File: config.mk
export PLATFORM = sky130hd
export DESIGN_NAME = color_grid_test_pattern
export DESIGN_NICKNAME = d
export VERILOG_FILES = /design/src/cgtp_pkg.sv /design/src/cgtp_cfg_div.sv /design/src/cgtp_div_pipe.sv /design/src/cgtp_color_pipe.sv /design/src/color_grid_test_pattern.sv
export VERILOG_INCLUDE_DIRS = /design/src /design/src/src
export SDC_FILE = /design/constraint.sdc
export NUM_CORES = 2
export LEC_CHECK = 0
export ABC_CLOCK_PERIOD_IN_PS = 7170
export BUFFER_PORTS_ARGS = -buffer_cell sky130_fd_sc_hd__buf_2
export CORE_UTILIZATION = 50
export CTS_CLUSTER_DIAMETER = 120
export DETAILED_ROUTE_END_ITERATION = 8
export PLACE_DENSITY = 0.68
export SETUP_SLACK_MARGIN = 0.5
export SYNTH_ARGS = -nofsm -noshare
export SYNTH_HDL_FRONTEND = slang
export SYNTH_HIERARCHICAL = 1
export SYNTH_SLANG_ARGS = --single-unit
File: constraint.sdc
create_clock -name clock -period 7.17 [get_ports clock]
set_clock_uncertainty 0.1 [all_clocks]
set_input_delay 1.434 -clock clock [delete_from_list [all_inputs] [get_ports clock]]
set_output_delay 1.434 -clock clock [all_outputs]
set_load 0.1 [all_outputs]
File: src/color_grid_test_pattern_macros.svh
// Assertion shorthands for the color grid test pattern block.
// Every check samples on the rising clock edge and is muted during reset.
`ifndef COLOR_GRID_TEST_PATTERN_MACROS_SVH
`define COLOR_GRID_TEST_PATTERN_MACROS_SVH

// Check a property that holds on every clock edge outside reset.
`define CGTP_ASSERT(label, prop, msg) \
   label: assert property (@(posedge clock) disable iff (reset) prop) \
      else $error(msg);

// Check that a cause on one edge is followed by an effect on the next edge.
`define CGTP_ASSERT_NEXT(label, cause, effect, msg) \
   label: assert property (@(posedge clock) disable iff (reset) (cause) |=> (effect)) \
      else $error(msg);

`endif

File: src/cgtp_pkg.sv
package cgtp_pkg;

   localparam int COORD_BITS_DEFAULT = 11;
   localparam int RES_BITS           = 11;
   localparam int BYTES_BITS         = 3;
   localparam int DEPTH_BITS         = 6;
   localparam int CELL_BITS          = 8;
   localparam int COLOR_BITS         = 32;
   localparam int STEP_BITS          = 8;
   localparam int LAYOUT_BITS        = 30;
   localparam int FIELD_BITS         = 5;
   localparam int ADDR_BITS          = 24;
   localparam int INDEX_BITS         = 2 * CELL_BITS;
   localparam int INDEX_STEP_BITS    = INDEX_BITS + STEP_BITS;
   localparam int CSR_INDEX_BITS     = 3;
   localparam int CSR_DATA_BITS      = 32;
   localparam int DIV_COUNT_BITS     = $clog2(RES_BITS + 1);
   localparam int MAX_FIELD_SIZE     = 8;

   localparam logic [BYTES_BITS-1:0] INDEXED_BYTES = BYTES_BITS'(1);

   typedef enum logic [CSR_INDEX_BITS-1:0] {
      CSR_SCREEN_WIDTH    = 3'd0,
      CSR_Y_RESOLUTION    = 3'd1,
      CSR_PIXEL_BYTES     = 3'd2,
      CSR_BITS_PER_PIXEL  = 3'd3,
      CSR_CELL_COUNT      = 3'd4,
      CSR_FIRST_COLOR     = 3'd5,
      CSR_COLOR_STEP      = 3'd6,
      CSR_FIELD_LAYOUT    = 3'd7
   } csr_index_type;

   typedef struct packed {
      logic [RES_BITS-1:0]    screen_width;
      logic [RES_BITS-1:0]    y_resolution;
      logic [BYTES_BITS-1:0]  pixel_bytes;
      logic [DEPTH_BITS-1:0]  bits_per_pixel;
      logic [CELL_BITS-1:0]   cell_count;
      logic [COLOR_BITS-1:0]  first_color;
      logic [STEP_BITS-1:0]   color_step;
      logic [LAYOUT_BITS-1:0] field_layout;
   } cfg_type;

   localparam cfg_type CFG_RESET = '{
      screen_width:    RES_BITS'(1024),
      y_resolution:    RES_BITS'(768),
      pixel_bytes:     BYTES_BITS'(3),
      bits_per_pixel:  DEPTH_BITS'(24),
      cell_count:      CELL_BITS'(8),
      first_color:     COLOR_BITS'(0),
      color_step:      STEP_BITS'(1),
      field_layout:    LAYOUT_BITS'(268706064)
   };

   function automatic logic [COLOR_BITS-1:0] low_mask(input logic [DEPTH_BITS-1:0] bits);
      logic [COLOR_BITS-1:0] mask;
      if (bits >= DEPTH_BITS'(COLOR_BITS)) begin
         mask = '1;
      end else begin
         mask = (COLOR_BITS'(1) << bits) - COLOR_BITS'(1);
      end
      return mask;
   endfunction

   // One color field of the base color, advanced and wrapped at its own size, clipped to at most 8 bits.
   function automatic logic [COLOR_BITS-1:0] channel_bits(
      input logic [COLOR_BITS-1:0] first,
      input logic [FIELD_BITS-1:0] pos,
      input logic [FIELD_BITS-1:0] size,
      input logic [STEP_BITS-1:0]  advance
   );
      logic [DEPTH_BITS-1:0] clipped;
      logic [COLOR_BITS-1:0] mask;
      logic [COLOR_BITS-1:0] value;
      clipped = (size > FIELD_BITS'(MAX_FIELD_SIZE)) ? DEPTH_BITS'(MAX_FIELD_SIZE)
                                                      : DEPTH_BITS'(size);
      mask  = low_mask(clipped);
      value = ((first >> pos) & mask) + COLOR_BITS'(advance);
      return (value & mask) << pos;
   endfunction

endpackage

File: src/cgtp_cfg_div.sv
module cgtp_cfg_div import cgtp_pkg::*; (
   input  logic                 clock,
   input  logic                 reset,
   input  logic                 start,
   input  logic [RES_BITS-1:0]  screen_width,
   input  logic [RES_BITS-1:0]  y_resolution,
   input  logic [CELL_BITS-1:0] cell_count,
   output logic [RES_BITS-1:0]  cell_width,
   output logic [RES_BITS-1:0]  cell_height,
   output logic                 busy
);

   localparam logic [DIV_COUNT_BITS-1:0] DIV_STEPS = DIV_COUNT_BITS'(RES_BITS);

   logic                      busy_ff;
   logic [DIV_COUNT_BITS-1:0] count_ff;
   logic [CELL_BITS-1:0]      rem_x_ff, rem_y_ff;
   logic [RES_BITS-1:0]       quo_x_ff, quo_y_ff;
   logic [RES_BITS-1:0]       width_ff, height_ff;

   logic [CELL_BITS:0]        shift_x, shift_y;
   logic                      ge_x, ge_y;
   logic [CELL_BITS-1:0]      rem_x_in, rem_y_in;
   logic [RES_BITS-1:0]       quo_x_in, quo_y_in;

   // one restoring step per cycle for both lanes
   always_comb begin
      shift_x  = {rem_x_ff, quo_x_ff[RES_BITS-1]};
      shift_y  = {rem_y_ff, quo_y_ff[RES_BITS-1]};
      ge_x     = shift_x >= {1'b0, cell_count};
      ge_y     = shift_y >= {1'b0, cell_count};
      rem_x_in = ge_x ? CELL_BITS'(shift_x - {1'b0, cell_count}) : shift_x[CELL_BITS-1:0];
      rem_y_in = ge_y ? CELL_BITS'(shift_y - {1'b0, cell_count}) : shift_y[CELL_BITS-1:0];
      quo_x_in = {quo_x_ff[RES_BITS-2:0], ge_x};
      quo_y_in = {quo_y_ff[RES_BITS-2:0], ge_y};
   end

   always_ff @(posedge clock) begin
      if (reset) begin
         busy_ff  <= 1'b1;
         count_ff <= '0;
      end else if (start) begin
         busy_ff  <= 1'b1;
         count_ff <= '0;
      end else if (busy_ff) begin
         count_ff <= count_ff + DIV_COUNT_BITS'(1);
         if (count_ff == DIV_STEPS) begin
            busy_ff <= 1'b0;
         end
      end
   end

   always_ff @(posedge clock) begin
      if (busy_ff && !start) begin
         if (count_ff == '0) begin
            rem_x_ff <= '0;
            rem_y_ff <= '0;
            quo_x_ff <= screen_width;
            quo_y_ff <= y_resolution;
         end else begin
            rem_x_ff <= rem_x_in;
            rem_y_ff <= rem_y_in;
            quo_x_ff <= quo_x_in;
            quo_y_ff <= quo_y_in;
         end
         if (count_ff == DIV_STEPS) begin
            width_ff  <= quo_x_in;
            height_ff <= quo_y_in;
         end
      end
   end

   assign cell_width  = width_ff;
   assign cell_height = height_ff;
   assign busy        = busy_ff;

endmodule

File: src/cgtp_div_pipe.sv
module cgtp_div_pipe import cgtp_pkg::*; #(
   parameter int COORD_BITS = COORD_BITS_DEFAULT
) (
   input  logic                  clock,
   input  logic                  reset,
   input  logic [RES_BITS-1:0]   cell_width,
   input  logic [RES_BITS-1:0]   cell_height,
   input  logic                  in_valid,
   output logic                  in_ready,
   input  logic [COORD_BITS-1:0] in_x,
   input  logic [COORD_BITS-1:0] in_y,
   output logic                  out_valid,
   input  logic                  out_ready,
   output logic [COORD_BITS-1:0] out_x,
   output logic [COORD_BITS-1:0] out_y,
   output logic [COORD_BITS-1:0] out_col,
   output logic [COORD_BITS-1:0] out_row
);

   localparam int STAGES = COORD_BITS;

   typedef struct packed {
      logic [COORD_BITS-1:0] x;
      logic [COORD_BITS-1:0] y;
      logic [COORD_BITS-1:0] qx;
      logic [COORD_BITS-1:0] qy;
      logic [RES_BITS-1:0]   rx;
      logic [RES_BITS-1:0]   ry;
   } div_stage_type;

   div_stage_type     stage_src [STAGES];
   div_stage_type     stage_in  [STAGES];
   div_stage_type     stage_ff  [STAGES];
   logic [STAGES-1:0] src_valid;
   logic [STAGES-1:0] valid_ff;
   logic [STAGES-1:0] stage_ready;

   for (genvar i = 0; i < STAGES; i++) begin : g_stage
      logic [RES_BITS:0] shift_x, shift_y;
      logic              ge_x, ge_y;

      if (i == 0) begin : g_head
         assign stage_src[i] = '{x: in_x, y: in_y, qx: '0, qy: '0, rx: '0, ry: '0};
         assign src_valid[i] = in_valid;
      end else begin : g_body
         assign stage_src[i] = stage_ff[i-1];
         assign src_valid[i] = valid_ff[i-1];
      end

      if (i == STAGES - 1) begin : g_tail
         assign stage_ready[i] = !valid_ff[i] || out_ready;
      end else begin : g_link
         assign stage_ready[i] = !valid_ff[i] || stage_ready[i+1];
      end

      // one quotient bit per stage, most significant first
      assign shift_x = {stage_src[i].rx, stage_src[i].x[COORD_BITS-1-i]};
      assign shift_y = {stage_src[i].ry, stage_src[i].y[COORD_BITS-1-i]};
      assign ge_x    = shift_x >= {1'b0, cell_width};
      assign ge_y    = shift_y >= {1'b0, cell_height};

      always_comb begin
         stage_in[i]    = stage_src[i];
         stage_in[i].rx = ge_x ? RES_BITS'(shift_x - {1'b0, cell_width})
                              : shift_x[RES_BITS-1:0];
         stage_in[i].ry = ge_y ? RES_BITS'(shift_y - {1'b0, cell_height})
                              : shift_y[RES_BITS-1:0];
         stage_in[i].qx = {stage_src[i].qx[COORD_BITS-2:0], ge_x};
         stage_in[i].qy = {stage_src[i].qy[COORD_BITS-2:0], ge_y};
      end

      always_ff @(posedge clock) begin
         if (reset) begin
            valid_ff[i] <= 1'b0;
         end else if (stage_ready[i]) begin
            valid_ff[i] <= src_valid[i];
         end
      end

      always_ff @(posedge clock) begin
         if (stage_ready[i] && src_valid[i]) begin
            stage_ff[i] <= stage_in[i];
         end
      end
   end

   assign in_ready  = stage_ready[0];
   assign out_valid = valid_ff[STAGES-1];
   assign out_x     = stage_ff[STAGES-1].x;
   assign out_y     = stage_ff[STAGES-1].y;
   assign out_col   = stage_ff[STAGES-1].qx;
   assign out_row   = stage_ff[STAGES-1].qy;

endmodule

File: src/cgtp_color_pipe.sv
module cgtp_color_pipe import cgtp_pkg::*; #(
   parameter int COORD_BITS = COORD_BITS_DEFAULT
) (
   input  logic                  clock,
   input  logic                  reset,
   input  cfg_type               cfg,
   input  logic [RES_BITS-1:0]   cell_width,
   input  logic [RES_BITS-1:0]   cell_height,
   input  logic                  in_valid,
   output logic                  in_ready,
   input  logic [COORD_BITS-1:0] in_x,
   input  logic [COORD_BITS-1:0] in_y,
   input  logic [COORD_BITS-1:0] in_col,
   input  logic [COORD_BITS-1:0] in_row,
   output logic                  out_valid,
   input  logic                  out_ready,
   output logic                  out_covered,
   output logic [ADDR_BITS-1:0]  out_address,
   output logic [COLOR_BITS-1:0] out_color
);

   localparam int PROD_BITS = COORD_BITS + RES_BITS;

   logic ready1, ready2, ready3, ready4;

   // stage 1: coverage and the small products
   logic                       s1_valid_ff;
   logic                       s1_hit_ff,      s1_hit_in;
   logic [COORD_BITS-1:0]      s1_x_ff;
   logic [CELL_BITS-1:0]       s1_col_ff;
   logic [PROD_BITS-1:0]       s1_yx_ff,       s1_yx_in;
   logic [STEP_BITS-1:0]       s1_colstep_ff,  s1_colstep_in;
   logic [STEP_BITS-1:0]       s1_rowstep_ff,  s1_rowstep_in;
   logic [INDEX_BITS-1:0]      s1_rowcc_ff,    s1_rowcc_in;

   // stage 2: linear pixel index and cell index
   logic                       s2_valid_ff;
   logic                       s2_hit_ff;
   logic [ADDR_BITS-1:0]       s2_linear_ff,   s2_linear_in;
   logic [INDEX_BITS-1:0]      s2_index_ff,    s2_index_in;
   logic [STEP_BITS-1:0]       s2_adv_r_ff, s2_adv_g_ff;
   logic [STEP_BITS-1:0]       s2_adv_b_ff,    s2_adv_b_in;

   // stage 3: byte address and indexed increment
   logic                       s3_valid_ff;
   logic                       s3_hit_ff;
   logic [ADDR_BITS-1:0]       s3_address_ff,  s3_address_in;
   logic [INDEX_STEP_BITS-1:0] s3_idxstep_ff,  s3_idxstep_in;
   logic [STEP_BITS-1:0]       s3_adv_r_ff, s3_adv_g_ff, s3_adv_b_ff;

   // stage 4: output register
   logic                       s4_valid_ff;
   logic                       s4_covered_ff;
   logic [ADDR_BITS-1:0]       s4_address_ff;
   logic [COLOR_BITS-1:0]      s4_color_ff,    s4_color_in;
   logic [COLOR_BITS-1:0]      direct_color, indexed_color;

   assign ready4   = !s4_valid_ff || out_ready;
   assign ready3   = !s3_valid_ff || ready4;
   assign ready2   = !s2_valid_ff || ready3;
   assign ready1   = !s1_valid_ff || ready2;
   assign in_ready = ready1;

   always_comb begin
      s1_hit_in = (cfg.cell_count != '0) && (cell_width != '0) && (cell_height != '0) &&
                  (in_col < COORD_BITS'(cfg.cell_count)) &&
                  (in_row < COORD_BITS'(cfg.cell_count));
      s1_yx_in      = PROD_BITS'(in_y) * PROD_BITS'(cfg.screen_width);
      s1_colstep_in = STEP_BITS'(in_col[CELL_BITS-1:0] * cfg.color_step);
      s1_rowstep_in = STEP_BITS'(in_row[CELL_BITS-1:0] * cfg.color_step);
      s1_rowcc_in   = INDEX_BITS'(in_row[CELL_BITS-1:0]) * INDEX_BITS'(cfg.cell_count);
   end

   always_comb begin
      s2_linear_in = ADDR_BITS'(s1_yx_ff + PROD_BITS'(s1_x_ff));
      s2_index_in  = s1_rowcc_ff + INDEX_BITS'(s1_col_ff);
      s2_adv_b_in  = s1_colstep_ff + s1_rowstep_ff;
   end

   always_comb begin
      s3_address_in = ADDR_BITS'(cfg.pixel_bytes) * s2_linear_ff;
      s3_idxstep_in = INDEX_STEP_BITS'(s2_index_ff) * INDEX_STEP_BITS'(cfg.color_step);
   end

   always_comb begin
      indexed_color = cfg.first_color + COLOR_BITS'(s3_idxstep_ff);
      direct_color  =
         channel_bits(cfg.first_color, cfg.field_layout[4:0],   cfg.field_layout[9:5],
                      s3_adv_r_ff) |
         channel_bits(cfg.first_color, cfg.field_layout[14:10], cfg.field_layout[19:15],
                      s3_adv_g_ff) |
         channel_bits(cfg.first_color, cfg.field_layout[24:20], cfg.field_layout[29:25],
                      s3_adv_b_ff);
      if (!s3_hit_ff) begin
         s4_color_in = '0;
      end else if (cfg.pixel_bytes == INDEXED_BYTES) begin
         s4_color_in = indexed_color & low_mask(cfg.bits_per_pixel);
      end else begin
         s4_color_in = direct_color & low_mask(cfg.bits_per_pixel);
      end
   end

   always_ff @(posedge clock) begin
      if (reset) begin
         s1_valid_ff <= 1'b0;
         s2_valid_ff <= 1'b0;
         s3_valid_ff <= 1'b0;
         s4_valid_ff <= 1'b0;
      end else begin
         if (ready1) s1_valid_ff <= in_valid;
         if (ready2) s2_valid_ff <= s1_valid_ff;
         if (ready3) s3_valid_ff <= s2_valid_ff;
         if (ready4) s4_valid_ff <= s3_valid_ff;
      end
   end

   always_ff @(posedge clock) begin
      if (ready1 && in_valid) begin
         s1_hit_ff     <= s1_hit_in;
         s1_x_ff       <= in_x;
         s1_col_ff     <= in_col[CELL_BITS-1:0];
         s1_yx_ff      <= s1_yx_in;
         s1_colstep_ff <= s1_colstep_in;
         s1_rowstep_ff <= s1_rowstep_in;
         s1_rowcc_ff   <= s1_rowcc_in;
      end
      if (ready2 && s1_valid_ff) begin
         s2_hit_ff    <= s1_hit_ff;
         s2_linear_ff <= s2_linear_in;
         s2_index_ff  <= s2_index_in;
         s2_adv_r_ff  <= s1_colstep_ff;
         s2_adv_g_ff  <= s1_rowstep_ff;
         s2_adv_b_ff  <= s2_adv_b_in;
      end
      if (ready3 && s2_valid_ff) begin
         s3_hit_ff     <= s2_hit_ff;
         s3_address_ff <= s3_address_in;
         s3_idxstep_ff <= s3_idxstep_in;
         s3_adv_r_ff   <= s2_adv_r_ff;
         s3_adv_g_ff   <= s2_adv_g_ff;
         s3_adv_b_ff   <= s2_adv_b_ff;
      end
      if (ready4 && s3_valid_ff) begin
         s4_covered_ff <= s3_hit_ff;
         s4_address_ff <= s3_address_ff;
         s4_color_ff   <= s4_color_in;
      end
   end

   assign out_valid   = s4_valid_ff;
   assign out_covered = s4_covered_ff;
   assign out_address = s4_address_ff;
   assign out_color   = s4_color_ff;

endmodule

File: src/color_grid_test_pattern.sv
// Color grid test pattern: one pixel coordinate in, one pixel result out.
// Input items (req_) carry pixel_x and pixel_y; result items (rsp_) carry the
// covered flag on tuser, and the framebuffer byte address and masked color on
// tdata. Items leave in the order they arrive, exactly one result per item.
// The accepting edge loads the first of one stage per quotient bit of the
// column and row division, then four stages for products, address and color
// follow. Throughput is one item per cycle while the divider is idle and the
// receiver takes results; each pipeline stage holds one item.
// Configuration goes through csr_we / csr_addr / csr_wdata; the user must
// write it only while the block is idle, as the block itself does not enforce
// this. Every write, and reset, restarts a bit-serial divider that finds the
// cell width and height, and req_tready stays low until it finishes.
// Reset restores the default 1024x768, 3 bytes, 24 bit, 8x8 grid.
// When the receiver stalls, the output register holds its item and every stage
// fills its bubble before taking back pressure, so nothing is lost or repeated.
`include "color_grid_test_pattern_macros.svh"

module color_grid_test_pattern import cgtp_pkg::*; #(
   parameter  int COORD_BITS    = COORD_BITS_DEFAULT,
   localparam int REQ_DATA_BITS = ((2 * COORD_BITS + 7) / 8) * 8,
   localparam int RSP_DATA_BITS = ADDR_BITS + COLOR_BITS
) (
   input  logic                          clock,
   input  logic                          reset,
   // input items
   input  logic                          req_tvalid,
   output logic                          req_tready,
   // pixel_x, pixel_y, zero padding
   input  logic [REQ_DATA_BITS-1:0]      req_tdata,
   // result items
   output logic                          rsp_tvalid,
   input  logic                          rsp_tready,
   // byte_address, pixel_color
   output logic [RSP_DATA_BITS-1:0]      rsp_tdata,
   // covered
   output logic                          rsp_tuser,
   // configuration writes
   input  logic                          csr_we,
   input  logic [CSR_INDEX_BITS-1:0]     csr_addr,
   input  logic [CSR_DATA_BITS-1:0]      csr_wdata
);

   localparam int CHECK_BITS    = RES_BITS + CELL_BITS + 1;

   cfg_type               cfg_ff, cfg_in;
   logic                  cfg_busy;
   logic [RES_BITS-1:0]   cell_width, cell_height;

   logic                  div_in_valid, div_in_ready;
   logic                  div_out_valid, div_out_ready;
   logic [COORD_BITS-1:0] div_x, div_y, div_col, div_row;

   logic [ADDR_BITS-1:0]  rsp_address;
   logic [COLOR_BITS-1:0] rsp_color;

   // decode configuration writes
   always_comb begin
      cfg_in = cfg_ff;
      if (csr_we) begin
         unique case (csr_index_type'(csr_addr))
            CSR_SCREEN_WIDTH:    cfg_in.screen_width    = csr_wdata[RES_BITS-1:0];
            CSR_Y_RESOLUTION:    cfg_in.y_resolution    = csr_wdata[RES_BITS-1:0];
            CSR_PIXEL_BYTES:     cfg_in.pixel_bytes     = csr_wdata[BYTES_BITS-1:0];
            CSR_BITS_PER_PIXEL:  cfg_in.bits_per_pixel  = csr_wdata[DEPTH_BITS-1:0];
            CSR_CELL_COUNT:      cfg_in.cell_count      = csr_wdata[CELL_BITS-1:0];
            CSR_FIRST_COLOR:     cfg_in.first_color     = csr_wdata[COLOR_BITS-1:0];
            CSR_COLOR_STEP:      cfg_in.color_step      = csr_wdata[STEP_BITS-1:0];
            CSR_FIELD_LAYOUT:    cfg_in.field_layout    = csr_wdata[LAYOUT_BITS-1:0];
         endcase
      end
   end

   always_ff @(posedge clock) begin
      if (reset) begin
         cfg_ff <= CFG_RESET;
      end else begin
         cfg_ff <= cfg_in;
      end
   end

   // cell size = resolution / cell count, recomputed after reset and each write
   cgtp_cfg_div u_cfg_div (
      .clock        (clock),
      .reset        (reset),
      .start        (csr_we),
      .screen_width (cfg_ff.screen_width),
      .y_resolution (cfg_ff.y_resolution),
      .cell_count   (cfg_ff.cell_count),
      .cell_width   (cell_width),
      .cell_height  (cell_height),
      .busy         (cfg_busy)
   );

   // hold input items off while the cell size is being worked out
   assign div_in_valid = req_tvalid && !cfg_busy;
   assign req_tready   = div_in_ready && !cfg_busy;

   // column and row of the cell, one quotient bit per stage
   cgtp_div_pipe #(
      .COORD_BITS (COORD_BITS)
   ) u_div_pipe (
      .clock       (clock),
      .reset       (reset),
      .cell_width  (cell_width),
      .cell_height (cell_height),
      .in_valid    (div_in_valid),
      .in_ready    (div_in_ready),
      .in_x        (req_tdata[COORD_BITS-1:0]),
      .in_y        (req_tdata[2*COORD_BITS-1:COORD_BITS]),
      .out_valid   (div_out_valid),
      .out_ready   (div_out_ready),
      .out_x       (div_x),
      .out_y       (div_y),
      .out_col     (div_col),
      .out_row     (div_row)
   );

   // coverage, address and color, ending in the output register
   cgtp_color_pipe #(
      .COORD_BITS (COORD_BITS)
   ) u_color_pipe (
      .clock       (clock),
      .reset       (reset),
      .cfg         (cfg_ff),
      .cell_width  (cell_width),
      .cell_height (cell_height),
      .in_valid    (div_out_valid),
      .in_ready    (div_out_ready),
      .in_x        (div_x),
      .in_y        (div_y),
      .in_col      (div_col),
      .in_row      (div_row),
      .out_valid   (rsp_tvalid),
      .out_ready   (rsp_tready),
      .out_covered (rsp_tuser),
      .out_address (rsp_address),
      .out_color   (rsp_color)
   );

   assign rsp_tdata = {rsp_color, rsp_address};

   // a write must block input until the cell size is fresh
   `CGTP_ASSERT_NEXT(a_write_blocks_input, csr_we, cfg_busy && !req_tready,
      "configuration write did not hold off input items")

   // uncovered pixels carry no color
   `CGTP_ASSERT(a_uncovered_black, (rsp_tvalid && !rsp_tuser) |-> (rsp_color == '0),
      "uncovered pixel has a nonzero color")

   // the finished cell width is the floor of the quotient
   `CGTP_ASSERT(a_cell_width_floor,
      (!cfg_busy && cfg_ff.cell_count != '0) |->
         ((CHECK_BITS'(cell_width) * CHECK_BITS'(cfg_ff.cell_count)
             <= CHECK_BITS'(cfg_ff.screen_width)) &&
          ((CHECK_BITS'(cell_width) + CHECK_BITS'(1)) * CHECK_BITS'(cfg_ff.cell_count)
             > CHECK_BITS'(cfg_ff.screen_width))),
      "cell width does not match resolution over cell count")

endmodule
==> flow_metrics.tcl <==
set metrics [dict create \
    grt_max_degree 70 \
    grt_first_pass_wirelength_um 313000 \
    clk_latency_ps 760 \
    place_inst 8743 \
    post_cts_buffers 0 \
    synth_edf_count 922 \
    fin_setup_tns_ps 0 \
    cts.sinks 1051 \
    p_total_mw 13.8 \
    drt_wl_total_um 204000 \
    drc 0 \
    die_area_um2 150000 \
    synthCells 6909 \
    grt_pass1_vias 53100 \
    coreArea_um2 148000 \
    ys_warn_count 6 \
    maxCapViolations 0 \
    cts_buffer_depth 3 \
    regArea_um2 30300 \
    mappedNetlistArea_um2 74300 \
    antenna_left 0 \
    cp.arrival_ps 6480 \
    drtIter0Drc 4928 \
    multiInputGateArea_um2 40900 \
    ys_async_sr_fraction_pct 0 \
    startpoint_type "register" \
    gp_congestion 1.03 \
    setup_viol 0 \
    critPathKind "reg -> reg" \
    post-route-util_pct 54.7 \
    dpl_cell_area_um2 76800 \
    synthFlopType "edfxtp_1" \
    status "complete, no violations" \
    power_density_nw_per_um2 171 \
    grt_usage_pct 26.7 \
    synth_seq_cells 1051 \
    setup_ws_ps 1010 \
    layoutNonFillerInstCount 8960 \
    tightest_slew_ps 1260 \
    die_y_um 388 \
    irDropWorstVdd_uv 228 \
    hold_class "reg -> reg" \
    pre_cts_slack_ps 1080 \
    postSynthAreaPerCell_um2 10.8 \
    portBuffers 120 \
    die_w_um 388 \
    drv_slew 0 \
    routedWlPerCell_um 22.8 \
    grt_overflow 0 \
    path_clk_slew_ps 70 \
    htreeDepth 3 \
    boundaryPins 123 \
    worst-path-max-fanout 13 \
    relSlewSlack_pct 15.1 \
    post-route-min-period_ps 6160 \
    period_share_pct 86.0 \
    cts_tree "done" \
    syn-num-nets 7781 \
    postLayoutCellArea_um2 80800 \
    post_cts_resize_count 0 \
    drive_above_1_share_pct 11.1 \
    yosysUniqueCellTypes 133 \
    clockRootBuffer "clkbuf_16" \
    start_util_pct 50.3 \
    grt_antenna_before_repair 4 \
    place_hpwl_um 150000 \
    ys_seq_area_share_pct 40.7 \
    hold_ws_ps 285 \
    finalNetCount 7803 \
    fillers 12500 \
    cts-buffers-inserted 116 \
    fmax_mhz 162 \
    finalHoldViolCount 0 \
    dr_total_vias 54500 \
    cp.required_ps 7490 \
    p_leak_nw 32.0 \
    num_rows 141 \
    grt_setup_unrepaired "no" \
    via_per_inst 6.09 \
    area_growth_pct 8.70 \
    first_pass_iters 8 \
    hold_buffers 0 \
    endpoint_kind "register" \
]
[cells in the final DEF (no fill, tap or decap), drive strengths merged, types with 24 or more instances in the layout]
master   count
a2111oi     24
nor2       489
nand2b     191
nand3      144
nand2      560
nor2b       86
o22ai       30
clkinv      48
mux2       171
xor2        89
a21o       101
a21boi      34
a211oi      96
dfxtp      129
buf        211
mux2i      183
o21ai      232
xnor2      179
and2       249
nor3       153
clkbuf     144
nand4       55
fa         273
nor4        49
a31oi       50
or3         47
a21oi      320
inv        518
ha         535
o31ai       33
o211ai      41
o21a        72
mux4        97
and3        43
edfxtp     922
[path summary, 6_finish.rpt]
path	from	end	slack (ps)	depth (start not counted)
setup / recovery	cfg_ff[49]	u_color_pipe/out_color[13]	1010	15
hold / removal	u_div_pipe/stage_ff[8][40]	u_div_pipe/stage_ff[9][41]	290	0
setup reg to reg	cfg_ff[49]	u_color_pipe/out_color[13]	1010	15
hold reg to reg	u_div_pipe/stage_ff[8][40]	u_div_pipe/stage_ff[9][41]	290	0
[area by class of cell]
cell class / instances / area share (%)
antenna: 1 / 0.00310
timing repair buffer: 211 / 1.59
multi-input combinational: 5036 / 50.6
clock inverter: 72 / 1.03
tap: 1930 / 2.99
inverter: 515 / 2.39
sequential: 1051 / 37.5
clock buffer: 144 / 3.89
[cell families after synthesis]
kind of cell / Yosys count / share of synthesized area (%)
flip-flops: 1051 / 40.7
XOR/XNOR: 268 / 3.16
adder cells (fa/ha/maj): 808 / 16.4
AND/OR/NAND/NOR: 2182 / 14.8
buffers and inverters: 822 / 4.48
multiplexers: 451 / 8.05
AO/OA/AOI/OAI: 1327 / 12.4
[sequential cells by signal (all words and copies together), names as in the netlist, 22 cells and up]
register,flops
u_color_pipe/s2_linear_ff,23
u_color_pipe/s1_yx_ff,22
u_color_pipe/s3_address_ff,24
u_color_pipe/out_color,32
cfg_ff,109
u_div_pipe/stage_ff,594
u_color_pipe/out_address,24
u_color_pipe/s3_idxstep_ff,24
[worst max-delay path, stage by stage, from the launching register on]
cell and delay [ps]:
dfxtp_1 970, mux2i_1 270, mux4_2 580, a211oi_1 360, a21oi_1 160, a21oi_1 210, ha_1 310, o21ai_0 230
o21bai_1 150, a2111oi_2 570, nor3_1 170, o31ai_1 550, o32ai_1 280, mux2_2 360, a221oi_1 380, a21oi_1 160
[where the power goes]
| part | total (mW) | switching (mW) | internal (mW) |
|---|---|---|---|
| Combinational | 0.965 | 0.587 | 0.378 |
| Clock | 6.12 | 2.58 | 3.54 |
| Sequential | 6.69 | 0.0759 | 6.62 |
| Total | 13.8 | 3.25 | 10.5 |
[metal layers]
metal | global-route usage [%] | routed length, um
met4 | 10.8 | 8500
met3 | 5.15 | 16200
met2 | 42.5 | 92500
met5 | 0 | 10
met1 | 36.0 | 86600
[synthesized netlist by cell type (86+ instances only)]
cell	n	area share [%]
edfxtp_1	922	37
nand2_1	557	2.8
ha_1	535	9.0
inv_1	508	2.6
nor2_1	487	2.5
a21oi_1	307	2.1
fa_1	273	7.4
and2_1	244	2.1
o21ai_0	214	1.4
clkbuf_1	204	1.0
nand2b_1	191	1.6
mux2i_1	182	2.5
xnor2_1	179	2.1
mux2_2	156	2.4
nor3_1	150	1.0
nand3_1	144	0.97
dfxtp_1	129	3.5
a21o_1	101	1.0
mux4_2	96	2.9
a211oi_1	92	0.93
xor2_1	89	1.0
nor2b_1	86	0.72
Power figures use the tool's default switching activity.
